===== src/hw/rtl/tmbc_pkg.sv =====
// Package for the tile map box collision block.
// Holds field widths, configuration register codes, operation codes and defaults.
// No dependencies.
`default_nettype none
package tmbc_pkg;

	// Fixed field widths.
	localparam int COORD_W = 25;
	localparam int SIZE_W = 16;
	localparam int TIDX_W = 12;
	localparam int COUNT_W = 7;
	localparam int PIX_W = 9;

	// Doubled-precision coordinates and the divider magnitude.
	localparam int DBL_W = COORD_W + 2;
	localparam int MAG_W = DBL_W - 1;

	// Configuration port.
	localparam int CFG_IDX_W = 2;
	localparam int CFG_DATA_W = PIX_W;
	localparam logic [CFG_IDX_W-1:0] CFG_COLUMNS = 2'd0;
	localparam logic [CFG_IDX_W-1:0] CFG_ROWS = 2'd1;
	localparam logic [CFG_IDX_W-1:0] CFG_TILE_PIXELS = 2'd2;

	// Reset values of the configuration registers.
	localparam logic [COUNT_W-1:0] RST_COLUMNS = 7'd64;
	localparam logic [COUNT_W-1:0] RST_ROWS = 7'd64;
	localparam logic [PIX_W-1:0] RST_TILE_PIXELS = 9'd16;

	// Operation codes.
	localparam logic OP_WRITE = 1'b0;
	localparam logic OP_QUERY = 1'b1;

	// Divisor that gives the positive-side back-off of one hundredth of a tile.
	localparam int BACKOFF_DIV = 100;

	// Parameter defaults.
	localparam int DEF_MAX_COLUMNS = 64;
	localparam int DEF_MAX_ROWS = 64;
	localparam int DEF_FRACTION_BITS = 8;

endpackage
`default_nettype wire


===== src/hw/rtl/tmbc_div.sv =====
// Shared iterative divider: signed dividend by unsigned divisor, quotient
// truncated toward zero, one quotient bit per cycle. Depends on tmbc_pkg.
`default_nettype none
module tmbc_div import tmbc_pkg::*; #(
	parameter int DVS_W = 18
) (
	input  wire logic                    clk,
	input  wire logic                    arst_n,
	input  wire logic                    start,
	input  wire logic signed [DBL_W-1:0] dividend,
	input  wire logic        [DVS_W-1:0] divisor,
	output logic                         done,
	output logic signed      [DBL_W-1:0] quotient
);

	localparam int CNT_W = $clog2(MAG_W + 1);

	logic [DVS_W-1:0] rem_q;
	logic [DVS_W-1:0] dvs_q;
	logic [MAG_W-1:0] quo_q;
	logic [CNT_W-1:0] cnt_q;
	logic             busy_q;
	logic             done_q;
	logic             neg_q;
	logic [MAG_W-1:0] mag;
	logic [DVS_W+1:0] trial;

	assign mag = dividend[DBL_W-1] ? MAG_W'(-dividend) : MAG_W'(dividend);
	assign trial = {1'b0, rem_q, quo_q[MAG_W-1]} - {2'b00, dvs_q};

	// Control: a start loads the operands, then one step per cycle.
	always_ff @(posedge clk or negedge arst_n) begin
		if (!arst_n) begin
			busy_q <= 1'b0;
			done_q <= 1'b0;
			cnt_q <= '0;
		end else begin
			done_q <= 1'b0;
			if (start) begin
				busy_q <= 1'b1;
				cnt_q <= CNT_W'(MAG_W);
			end else if (busy_q) begin
				cnt_q <= cnt_q - 1'b1;
				if (cnt_q == CNT_W'(1)) begin
					busy_q <= 1'b0;
					done_q <= 1'b1;
				end
			end
		end
	end

	// Restoring shift-subtract datapath.
	always_ff @(posedge clk) begin
		if (start) begin
			rem_q <= '0;
			dvs_q <= divisor;
			quo_q <= mag;
			neg_q <= dividend[DBL_W-1];
		end else if (busy_q) begin
			if (!trial[DVS_W+1]) begin
				rem_q <= trial[DVS_W-1:0];
			end else begin
				rem_q <= {rem_q[DVS_W-2:0], quo_q[MAG_W-1]};
			end
			quo_q <= {quo_q[MAG_W-2:0], ~trial[DVS_W+1]};
		end
	end

	assign done = done_q;
	assign quotient = neg_q ? -$signed({1'b0, quo_q}) : $signed({1'b0, quo_q});

endmodule
`default_nettype wire


===== config.mk =====
export PLATFORM = sky130hd
export DESIGN_NAME = tmbc_div
export DESIGN_NICKNAME = d
export VERILOG_FILES = /design/src/hw/rtl/tmbc_pkg.sv /design/src/hw/rtl/tmbc_div.sv
export SDC_FILE = /design/constraint.sdc
export NUM_CORES = 1
export LEC_CHECK = 0
export BUFFER_PORTS_ARGS = -buffer_cell sky130_fd_sc_hd__buf_4
export CAP_MARGIN = 20
export CORE_ASPECT_RATIO = 1.5
export CORE_MARGIN = 2
export CORE_UTILIZATION = 36
export CTS_BUF_LIST = sky130_fd_sc_hd__clkbuf_16
export CTS_CLUSTER_SIZE = 40
export DETAILED_ROUTE_END_ITERATION = 8
export PLACE_DENSITY = 0.63
export SLEW_MARGIN = 20
export SYNTH_ARGS = -nofsm -noshare
export SYNTH_HDL_FRONTEND = slang
export SYNTH_SLANG_ARGS = --single-unit

===== constraint.sdc =====
create_clock -name clk -period 4.7 [get_ports clk]
set_input_delay 0.47 -clock clk [delete_from_list [all_inputs] [get_ports clk]]
set_output_delay 0.47 -clock clk [all_outputs]
set_load 0.02 [all_outputs]

==> summary.txt, run 1 <==
Run status
  • Outcome: completed

Worst setup path
  • Reg2Reg Setup Slack: 1.62 ns
  • RR Startpoint: quo_q[25]$_DFFE_PP_
  • Worst-path fanout max: 4
  • Setup CP Type: reg -> out
  • Worst R2R Path Depth: 11
  • Crit-path max cell delay: 0.46 ns
  • Critical Path, Cell by Cell: or3_1 -> or3b_4 -> or4_4 -> or4_4 -> or3_4 -> o31ai_4 -> xnor2_1 -> buf_4
  • Worst Setup EP: quotient[24]
  • Critical path's slowest cell: or4_4
  • Kind of end point of the critical path: primary output
  • Arr. time, crit path: 3.36 ns
  • Worst EP required: 4.23 ns
  • R2r endpoint: rem_q[16]$_SDFFE_PP0P_
  • Largest delay share family, worst path: simple AND/OR/NAND/NOR gates
  • CP bufs+invs: 1
  • Startpoint types: flip-flop
  • Critical path's most frequent cell: or4_4
  • Critical path origin: quo_q[4]$_DFFE_PP_
  • Crit path depth: 8

Route
  • Drt total wl: 10.8 mm
  • DR WL/cell: 14.6 um
  • First-iteration detailed-routing DRC count: around 220
  • DRC viols: 0
  • First-pass DRT Iterations: 4
  • DR vias: a little under 4000
  • Number of routed nets with antenna violations: 0
  • Vias per cell: 5.28

STA
  • Final setup vio count: 0
  • Final Skew: 0.0117 ns
  • Final Max Tran Viols: 0
  • Tcrit/Tclk final: 0.815
  • Post-route minimum period: approximately 3.8 ns
  • Slew Limit Headroom: 0.312
  • Fin. Hold Viols: 0
  • Fmax: 261 MHz
  • Worst slew pin tran: 1.03 ns
  • RSZ-0062 raised after global routing: false
  • Setup TNS: 0 ns

Synth
  • Gate count after technology mapping: 508
  • Most numerous cell in the Yosys netlist: nor2_1
  • Leading area contributor after synthesis: edfxtp_1
  • Synth warn: 0
  • Most frequent cells after synthesis: nor2_1, edfxtp_1, a21oi_1
  • Top cell type's share of synthesized area: 0.288
  • Post-synth EDFFs: 45
  • Ys flop type: edfxtp_1
  • Post-synth cell types: 57
  • Mapped Area: between 4000 and 5000 um2
  • Share of synthesized flip-flops with an asynchronous set or reset: 0.100
  • Top cells by area, synth: edfxtp_1, dfxtp_1, xor2_1
  • Register bit total from synthesis: 70
  • Syn Nets: 579
  • Syn avg cell area: ~9.2 um2
  • Sequential-to-total area share from yosys stat: 0.403

Global route
  • Largest net degree at the start of global routing: 88
  • Overflow after GRT: 0
  • Number of global-route vias before repair: 3829
  • Tot GR Track Use: 0.157
  • First-pass GRT wire length: ~18 mm
  • Initial antenna violation count: 0

Placement
  • PortBufs: 75
  • Area after DPL: 5380 um2
  • Detailed placer's ending HPWL: about 8.1 mm
  • Routability cong.: around 0.85

Cells and area
  • Nets@finish: 647
  • Number of fill cells: 1263
  • Antenna Cells: 0
  • Share of layout cells above drive strength 1: 0.184
  • Synth-to-layout area growth: 20.5%
  • Design area: 5640 um2

Worst hold path
  • HP Class: in -> reg

Floorplan
  • Starting density of the core: 0.365
  • Die Span X: 97.2 um
  • Core Area: 12800 um2
  • Die Y: 144 um
  • # rows: 51
  • DIE AREA: 14000 um2
  • Ports: 76

Clocking
  • TritonCTS Sinks: 70
  • CTS tree: yes
  • Setup bufs post-CTS: 0
  • Clock-pin slew on the worst setup and hold paths: ~0.060 ns
  • Worst-Skew Late Latency: 0.34 ns
  • Post-CTS Hold Fix Bufs: 1
  • Post_cts resized: 0
  • TritonCTS buffer count: 9
  • H-Tree Depth: 3
  • Root Driver: clkbuf_16
  • Max Root-Sink Buffers: 2

Pwr
  • Power Dens Cells: 462 nW/um2
  • Maximum vdd drop: 0.000301 V
  • Leak: 2.28 nW

Flow run
  • Max-Cap Viols: 0
==> metrics by stage <==
step | power [mW] | utilization | cells | hold WS, ns | setup WS, ns
finish | 2.61 | 0.440 | 740 | 0.307 | 0.871
global route | 2.79 | 0.440 | 740 | 0.303 | 0.756
CTS | 2.63 | 0.440 | 740 | 0.296 | 0.855
detailed placement | 2.02 | 0.419 | 723 | 0.290 | 1.23
global placement | 2.00 | 0.419 | 723 | 0.288 | 1.28
floorplan | 1.71 | - | 508 | 0.174 | 1.37
==> where the power goes <==
| group | switching [mW] | internal [mW] | leakage (nW) |
|---|---|---|---|
| Combinational | 0.627 | 0.500 | 1.48 |
| Clock | 0.249 | 0.347 | 0.129 |
| Sequential | 0.102 | 0.782 | 0.676 |
==> area by class of cell <==
| class | instances | area (um2) | area share |
|---|---|---|---|
| clock inverters | 7 | 32.5 | 0.00576 |
| multi-input cells | 388 | 2600 | 0.460 |
| flip-flops and latches | 70 | 1890 | 0.334 |
| repair buffers | 80 | 603 | 0.107 |
| inverters | 27 | 101 | 0.0180 |
| well taps | 159 | 199 | 0.0352 |
| clock buffers | 9 | 225 | 0.0399 |
==> cell families after synthesis <==
| family | synth area share |
|---|---|
| mux | 0.0262 |
| simple gates | 0.163 |
| compound gates | 0.188 |
| xor+xnor | 0.114 |
| flops | 0.403 |
| buf+inv | 0.0433 |
| fa+ha+maj | 0.0630 |
==> state kept, by name (all words and copies together), names as in the netlist <==
| register | flops |
|---|---|
| rem_q | 18 |
| neg_q | 1 |
| done | 1 |
| dvs_q | 18 |
| cnt_q | 5 |
| busy_q | 1 |
| quo_q | 26 |
==> layer usage <==
metal  up-vias  global-route usage  wire, um
met5         -                   0         0
met3        24              0.0248       525
met2       104               0.283      5600
li1       1973                   -         -
met1      1806               0.175      4370
met4         0              0.0912       321
==> worst min-delay path by stage <==
stage | cells after the start | from | slack, ns | to
2_1_floorplan | 0 | arst_n | 0.17 | busy_q$_DFF_PN0_
5_1_grt | 1 | divisor[7] | 0.30 | dvs_q[7]$_DFFE_PP_
6_report | 1 | divisor[7] | 0.31 | dvs_q[7]$_DFFE_PP_
3_3_place_gp | 1 | arst_n | 0.29 | done$_DFF_PN0_
4_1_cts | 1 | divisor[15] | 0.30 | dvs_q[15]$_DFFE_PP_
3_5_place_dp | 1 | arst_n | 0.29 | done$_DFF_PN0_
==> cell usage in the layout (no fill, tap or decap), types with 7 or more instances in the layout <==
master	n
dfrtp_1	7
clkbuf_16	9
mux2i_1	10
buf_4	79
nand2_1	38
nand2b_1	9
nor2_1	56
xnor2_1	27
ha_1	22
nor3_1	7
o31ai_1	16
o21ai_0	37
inv_1	28
xor2_1	34
a211oi_1	9
a21oi_1	41
dfxtp_1	18
edfxtp_1	45
==> worst register-to-register path, cell delays in order, from the launching register on <==
cell and delay [ns]:
edfxtp_1 0.37, inv_1 0.14, ha_1 0.19, inv_1 0.05, fa_1 0.41, a211oi_1 0.37, o21ai_0 0.17, a221oi_1 0.62
o21ai_0 0.21, a21oi_1 0.21, xnor2_1 0.09, a21o_1 0.15
No activity file was read; power rests on OpenSTA's default activity.
==> inputs of run 2 (changes only) <==
- PLACE_DENSITY: 0.63 -> 0.65
- clock period: 4.7 -> 3.5 ns (I/O delays scaled with it)
==> run 2 against run 1 <==
The flow now finishes with violations (setup timing). Flip-flop and latch count unchanged. Clock power rose by 71%. Sequential share of layout area is 1.1 points lower. Die area unchanged. Non-clock buffer count increased by 14. Cell count rose by 1.9%. Sequential power grew 33%. Register-to-register slack worse by 1.1 ns. Routed wire length rose by 2.6%. Worst setup slack lost 1.0 ns. Via count up 2.6%. Critical endpoint is now quotient[22]. Largest power group unchanged.
==> summary.txt, run 2 (synthesis gave the netlist of run 1 again) <==
Worst setup path
  • Worst EP required: 3.15 ns (-1.08 ns)
  • Setup CP Type: reg -> out
  • Critical Path, Cell by Cell: or3_4 -> or3b_4 -> or4_4 -> or4_4 -> or3_4 -> buf_4 -> nand2_2 -> xnor2_2 -> buf_4
  • Worst-path fanout max: 2 (-2)
  • Crit-path max cell delay: 0.44 ns (-0.02 ns)
  • Critical path's slowest cell: or4_4
  • Worst R2R Path Depth: 12 (+1)
  • Arr. time, crit path: 3.30 ns (-0.06 ns)
  • Startpoint types: flip-flop
  • Kind of end point of the critical path: primary output

Global route
  • Overflow after GRT: 0 (unchanged)
  • First-pass GRT wire length: 18.1 mm (+1.8%)
  • Tot GR Track Use: 0.159 (+0.00227)
  • Largest net degree at the start of global routing: 51 (-42%)
  • Initial antenna violation count: 0 (unchanged)
  • Number of global-route vias before repair: 3905 (+2.0%)

STA
  • Slew Limit Headroom: 0.473 (+0.161)
  • Worst slew pin tran: 0.787 ns (-0.243 ns)
  • Post-route minimum period: 3.65 ns
  • Final setup vio count: 3 (+3)
  • Fmax: 274 MHz
  • Final Max Tran Viols: 0 (unchanged)
  • Slack of the critical path: -0.150 ns (-1.02 ns)
  • Tcrit/Tclk final: 1.04
  • RSZ-0062 raised after global routing: true
  • Final Skew: 0.00700 ns (-0.00467 ns)
  • Fin. Hold Viols: 0 (unchanged)
  • Hold slack: 0.188 ns (-0.120 ns)

Floorplan
  • Die Y: 144 um (unchanged)
  • Core Area: 12800 um2 (unchanged)
  • Die Span X: 97.2 um (unchanged)
  • Ports: 76 (unchanged)
  • # rows: 51 (unchanged)
  • Starting density of the core: 0.365 (unchanged)
  • DIE AREA: 14000 um2 (unchanged)

Clocking
  • CTS tree: yes
  • H-Tree Depth: 3 (unchanged)
  • Max Root-Sink Buffers: 2 (unchanged)
  • Worst-Skew Late Latency: 0.34 ns (about the same)
  • TritonCTS buffer count: 9 (unchanged)
  • Root Driver: clkbuf_16
  • TritonCTS Sinks: 70 (unchanged)
  • Clock-pin slew on the worst setup and hold paths: 0.06 ns (about the same)

Cells and area
  • Core Util, Final: 0.456 (+0.0155)
  • Max reg flops: 26 (unchanged)
  • Number of fill cells: 1204 (-4.7%)
  • Design area: 5840 um2 (+3.5%)
  • Most frequent cells in the layout: buf_4, nor2_1, edfxtp_1, a21oi_1
  • Most common cell after layout, fill and taps aside: buf_4
  • Synth-to-layout area growth: 24.7%
  • Antenna Cells: 0 (unchanged)
  • Nets@finish: 661 (+2.2%)
  • Top Registers: quo_q: 26 flops, dvs_q: 18 flops, rem_q: 18 flops
  • Top reg by flops: quo_q
  • Share of layout cells above drive strength 1: 0.212 (+0.0276)

Placement
  • Area after DPL: 5420 um2 (+0.84%)
  • Dpl ws: 0.135 ns (-1.09 ns)
  • Detailed placer's ending HPWL: 8.17 mm (+1.1%)
  • PortBufs: 75 (unchanged)
  • Routability cong.: 0.864 (+1.4%)

Route
  • DRC viols: 0 (unchanged)
  • DR WL/cell: 14.7 um (+0.67%)
  • DR vias: 4007 (+2.6%)
  • Drt total wl: 11.1 mm (+2.6%)
  • Number of routed nets with antenna violations: 0 (unchanged)
  • First-iteration detailed-routing DRC count: 138 (-38%)
  • Vias per cell: 5.31 (+0.66%)
  • First-pass DRT Iterations: 4 (unchanged)

Pwr
  • Maximum vdd drop: 0.000266 V (-12%)
  • Power Dens Cells: 645 nW/um2 (+39%)
  • Post-layout power: 3.77 mW (+44%)
  • Leak: 2.40 nW (+5.1%)

Run status
  • Violated checks: setup timing
  • Outcome: finished with violations

Flow run
  • Max-Cap Viols: 0 (unchanged)

Worst hold path
  • HP Class: in -> reg
  • Hold Path Cell Cnt: 1 (unchanged)
run 2: cell count changes in the layout (fill, tap and decap cells not counted), moves of 2 or more:
| cell | change |
|---|---|
| buf_4 | +14 |
| bufinv_16 | +3 |
| clkinv_1 | -3 |
| inv_1 | +2 |
run 2: layout make-up:
class | count | area [um2] | share of cell area
well taps | 159 | 199 | 0.0340
inverters | 27 | 101 | 0.0173
clock inverters | 7 | 106 | 0.0182
repair buffers | 94 | 708 | 0.121
multi-input cells | 388 | 2620 | 0.448
clock buffers | 9 | 225 | 0.0385
flip-flops and latches | 70 | 1890 | 0.323
run 2: metal layers:
metal / track usage / wire length (um) / vias to the layer above
met4: 0.0719 / 281 / 0
met2: 0.298 / 5970 / 107
met3: 0.0360 / 616 / 25
li1: - / - / 2001
met5: 0 / 0 / -
met1: 0.170 / 4230 / 1874
run 2: stage by stage:
stage	TNS, ns	instances
floorplan	0	508
global placement	0	729
detailed placement	0	729
CTS	-0.154	751
global route	-0.587	754
finish	-0.431	754
run 2: timing repair:
item | CTS | global route
setup endpoints to repair | 3 | 5
hold buffers | 1 | 0
buffers inserted | 5 | 3
pin swaps | 0 | 1
gates resized for setup | 1 | 3
cloned | 0 | 0
endpoints found under the hold margin | 7 | 0
run 2: worst max-delay path: cells and delay by family (launching register included):
kind,cells,cell delay (ns)
flip-flops,1,0.41
XOR/XNOR,1,0.11
buffers and inverters,2,0.30
AND/OR/NAND/NOR,6,2.12
run 2: final timing paths:
kind	start	to	slack, ns
worst max-delay path	quo_q[4]$_DFFE_PP_	quotient[22]	-0.15
worst min-delay path	divisor[13]	dvs_q[13]$_DFFE_PP_	0.19
worst max register to register	quo_q[25]$_DFFE_PP_	rem_q[16]$_SDFFE_PP0P_	0.54
worst min register to register	rem_q[11]$_SDFFE_PP0P_	rem_q[11]$_SDFFE_PP0P_	0.50
max in group asynchronous	arst_n	cnt_q[0]$_DFFE_PN0P_	3.02
min in group asynchronous	arst_n	done$_DFF_PN0_	0.36
run 2: where the power goes:
group / switching, mW / internal [mW]
combinational: 0.866 / 0.698
sequential: 0.134 / 1.05
clock: 0.332 / 0.686
==> inputs of run 3 (changes only) <==
--- a/constraint.sdc
+++ b/constraint.sdc
@@ -3,2 +3,2 @@
 set_output_delay 0.35 -clock clk [all_outputs]
-set_load 0.02 [all_outputs]
+set_load 0.005 [all_outputs]
==> run 3 against run 2 <==
The flow still finishes with violations (setup timing). Critical path depth decreased by 1. Core utilization decreased by 0.69 points. Sequential power about the same. Register-to-register slack improved by 0.06 ns. Clock-buffer cell count unchanged. Combinational power decreased by 6%. Hold slack got worse by 0.00060 ns. Largest power group unchanged. Highest routed layer unchanged.
==> summary.txt, run 3 (synthesis gave the netlist of run 1 again) <==
Cells and area
  • Max reg flops: 26 (unchanged)
  • Design area: 5750 um2 (-1.5%)
  • Reg area: 1890 um2 (unchanged)
  • Top reg by flops: quo_q
  • Top Registers: quo_q: 26 flops, dvs_q: 18 flops, rem_q: 18 flops
  • Antenna Cells: 0 (unchanged)
  • Multi-input logic area: 2630 um2 (+0.48%)
  • Nets@finish: 658 (-0.45%)
  • Synth-to-layout area growth: 22.8%
  • Most frequent cells in the layout: buf_4, nor2_1, edfxtp_1, a21oi_1
  • Share of layout cells above drive strength 1: 0.204 (-0.00737)
  • Number of fill cells: 1245 (+3.4%)
  • Post-route insts no fill: 751 (-0.40%)
  • Core Util, Final: 0.449 (-0.00693)
  • Most common cell after layout, fill and taps aside: buf_4

Route
  • Number of routed nets with antenna violations: 0 (unchanged)
  • DR WL/cell: 14.9 um (+1.5%)
  • First-iteration detailed-routing DRC count: 177 (+28%)
  • DR vias: 3998 (-0.22%)
  • Vias per cell: 5.32 (+0.17%)
  • Drt total wl: 11.2 mm (+1.1%)
  • DRC viols: 0 (unchanged)
  • First-pass DRT Iterations: 4 (unchanged)

STA
  • Tcrit/Tclk final: 1.04 (-0.00783)
  • Slew Limit Headroom: 0.405 (-0.0682)
  • Post-route minimum period: 3.62 ns (-0.0274 ns)
  • Fin. Hold Viols: 0 (unchanged)
  • Final Skew: 0.0121 ns (+0.00511 ns)
  • Slack of the critical path: -0.123 ns (+0.0274 ns)
  • Final setup vio count: 2 (-1)
  • RSZ-0062 raised after global routing: true
  • Fmax: 276 MHz (+0.76%)
  • Worst slew pin tran: 0.889 ns (+0.102 ns)
  • Final Max Tran Viols: 0 (unchanged)

Worst setup path
  • Critical path's slowest cell: or4_4
  • CP bufs+invs: 1 (-1)
  • Kind of end point of the critical path: primary output
  • Setup CP Type: reg -> out
  • Crit-path max cell delay: 0.44 ns (about the same)
  • Startpoint types: flip-flop
  • Arr. time, crit path: 3.27 ns (-0.03 ns)
  • Worst-path fanout max: 3 (+1)
  • Largest delay share family, worst path: simple AND/OR/NAND/NOR gates
  • Critical Path, Cell by Cell: or3_4 -> or3b_4 -> or4_4 -> or4_4 -> or3_4 -> o31ai_4 -> xnor2_2 -> buf_4
  • Worst EP required: 3.15 ns (about the same)

Global route
  • Global-route met1 utilization: 0.170 (about the same)
  • Number of global-route vias before repair: 3948 (+1.1%)
  • Gr busiest metal: met2
  • Met3 Use GR: 0.0336 (-0.00243)
  • Largest net degree at the start of global routing: 58 (+14%)
  • Overflow after GRT: 0 (unchanged)
  • First-pass GRT wire length: 18.2 mm (+0.42%)
  • Met2 global-route usage: 0.304 (+0.00621)
  • Tot GR Track Use: 0.160 (+0.00110)
  • Initial antenna violation count: 0 (unchanged)

Pwr
  • Post-layout power: 3.44 mW (-8.6%)
  • Leak: 2.35 nW (-1.9%)
  • Power Dens Cells: 598 nW/um2 (-7.2%)
  • Maximum vdd drop: 0.000252 V (-5.3%)

Placement
  • Routability cong.: 0.864 (about the same)
  • Detailed placer's ending HPWL: 8.30 mm (+1.6%)
  • Dpl cells: 727 (-0.27%)
  • Area after DPL: 5410 um2 (-0.28%)
  • PortBufs: 75 (unchanged)

Floorplan
  • # rows: 51 (unchanged)
  • Core Area: 12800 um2 (unchanged)
  • Starting density of the core: 0.365 (unchanged)
  • DIE AREA: 14000 um2 (unchanged)
  • Ports: 76 (unchanged)
  • Die Y: 144 um (unchanged)
  • Die Span X: 97.2 um (unchanged)

Clocking
  • H-Tree Depth: 3 (unchanged)
  • Max Root-Sink Buffers: 2 (unchanged)
  • Root Driver: clkbuf_16
  • Worst-Skew Late Latency: 0.33 ns (about the same)
  • TritonCTS buffer count: 9 (unchanged)
  • CTS tree: yes
  • Clock-pin slew on the worst setup and hold paths: 0.06 ns (about the same)
  • TritonCTS Sinks: 70 (unchanged)

Worst hold path
  • HP Class: in -> reg

Run status
  • Violated checks: setup timing
  • Outcome: finished with violations

Flow run
  • Max-Cap Viols: 0 (unchanged)
## run 3: cell types whose count changed in the layout (fill, tap and decap cells not counted), sizes merged
cell    before  now
clkinv       1    4
buf         93   90
bufinv       3    0
## run 3: area by class of cell
class	instances	area share
tap	159	0.0346
clock buffer	9	0.0391
multi-input combinational	388	0.457
clock inverter	7	0.00478
timing repair buffer	91	0.119
sequential	70	0.328
inverter	27	0.0176
## run 3: final timing paths
path | cells past startpoint | slack [ns] | endpoint | start
worst max-delay path | 8 | -0.12 | quotient[24] | quo_q[4]$_DFFE_PP_
worst min-delay path | 1 | 0.19 | dvs_q[15]$_DFFE_PP_ | divisor[15]
worst max register to register | 12 | 0.60 | rem_q[16]$_SDFFE_PP0P_ | quo_q[25]$_DFFE_PP_
worst min register to register | 2 | 0.49 | rem_q[12]$_SDFFE_PP0P_ | rem_q[12]$_SDFFE_PP0P_
max in group asynchronous | 2 | 3.01 | cnt_q[0]$_DFFE_PN0P_ | arst_n
min in group asynchronous | 2 | 0.37 | done$_DFF_PN0_ | arst_n
## run 3: power by group
group          total (mW)  internal (mW)  switching (mW)
clock network       0.784          0.462           0.322
registers            1.19           1.05           0.140
logic                1.47          0.685           0.781
## run 3: routing by layer
metal | part of all wire | vias up
li1 | - | 2008
met1 | 0.39 | 1837
met2 | 0.53 | 120
met3 | 0.047 | 33
met4 | 0.031 | 0
met5 | 0 | -
## run 3: stage by stage
step / hold WS, ns / setup WS [ns] / TNS, ns
floorplan: 0.0544 / 0.408 / 0
global placement: 0.170 / 0.215 / 0
detailed placement: 0.172 / 0.159 / 0
CTS: 0.179 / -0.111 / -0.116
global route: 0.176 / -0.208 / -0.394
finish: 0.187 / -0.123 / -0.220
## run 3: repair_timing
action,4_1_cts,5_1_grt
setup buffers,5,2
pin swaps,0,2
endpoints found under the setup margin,3,5
hold endpoints to repair,7,0
hold buffers,1,0
resized for setup,0,6
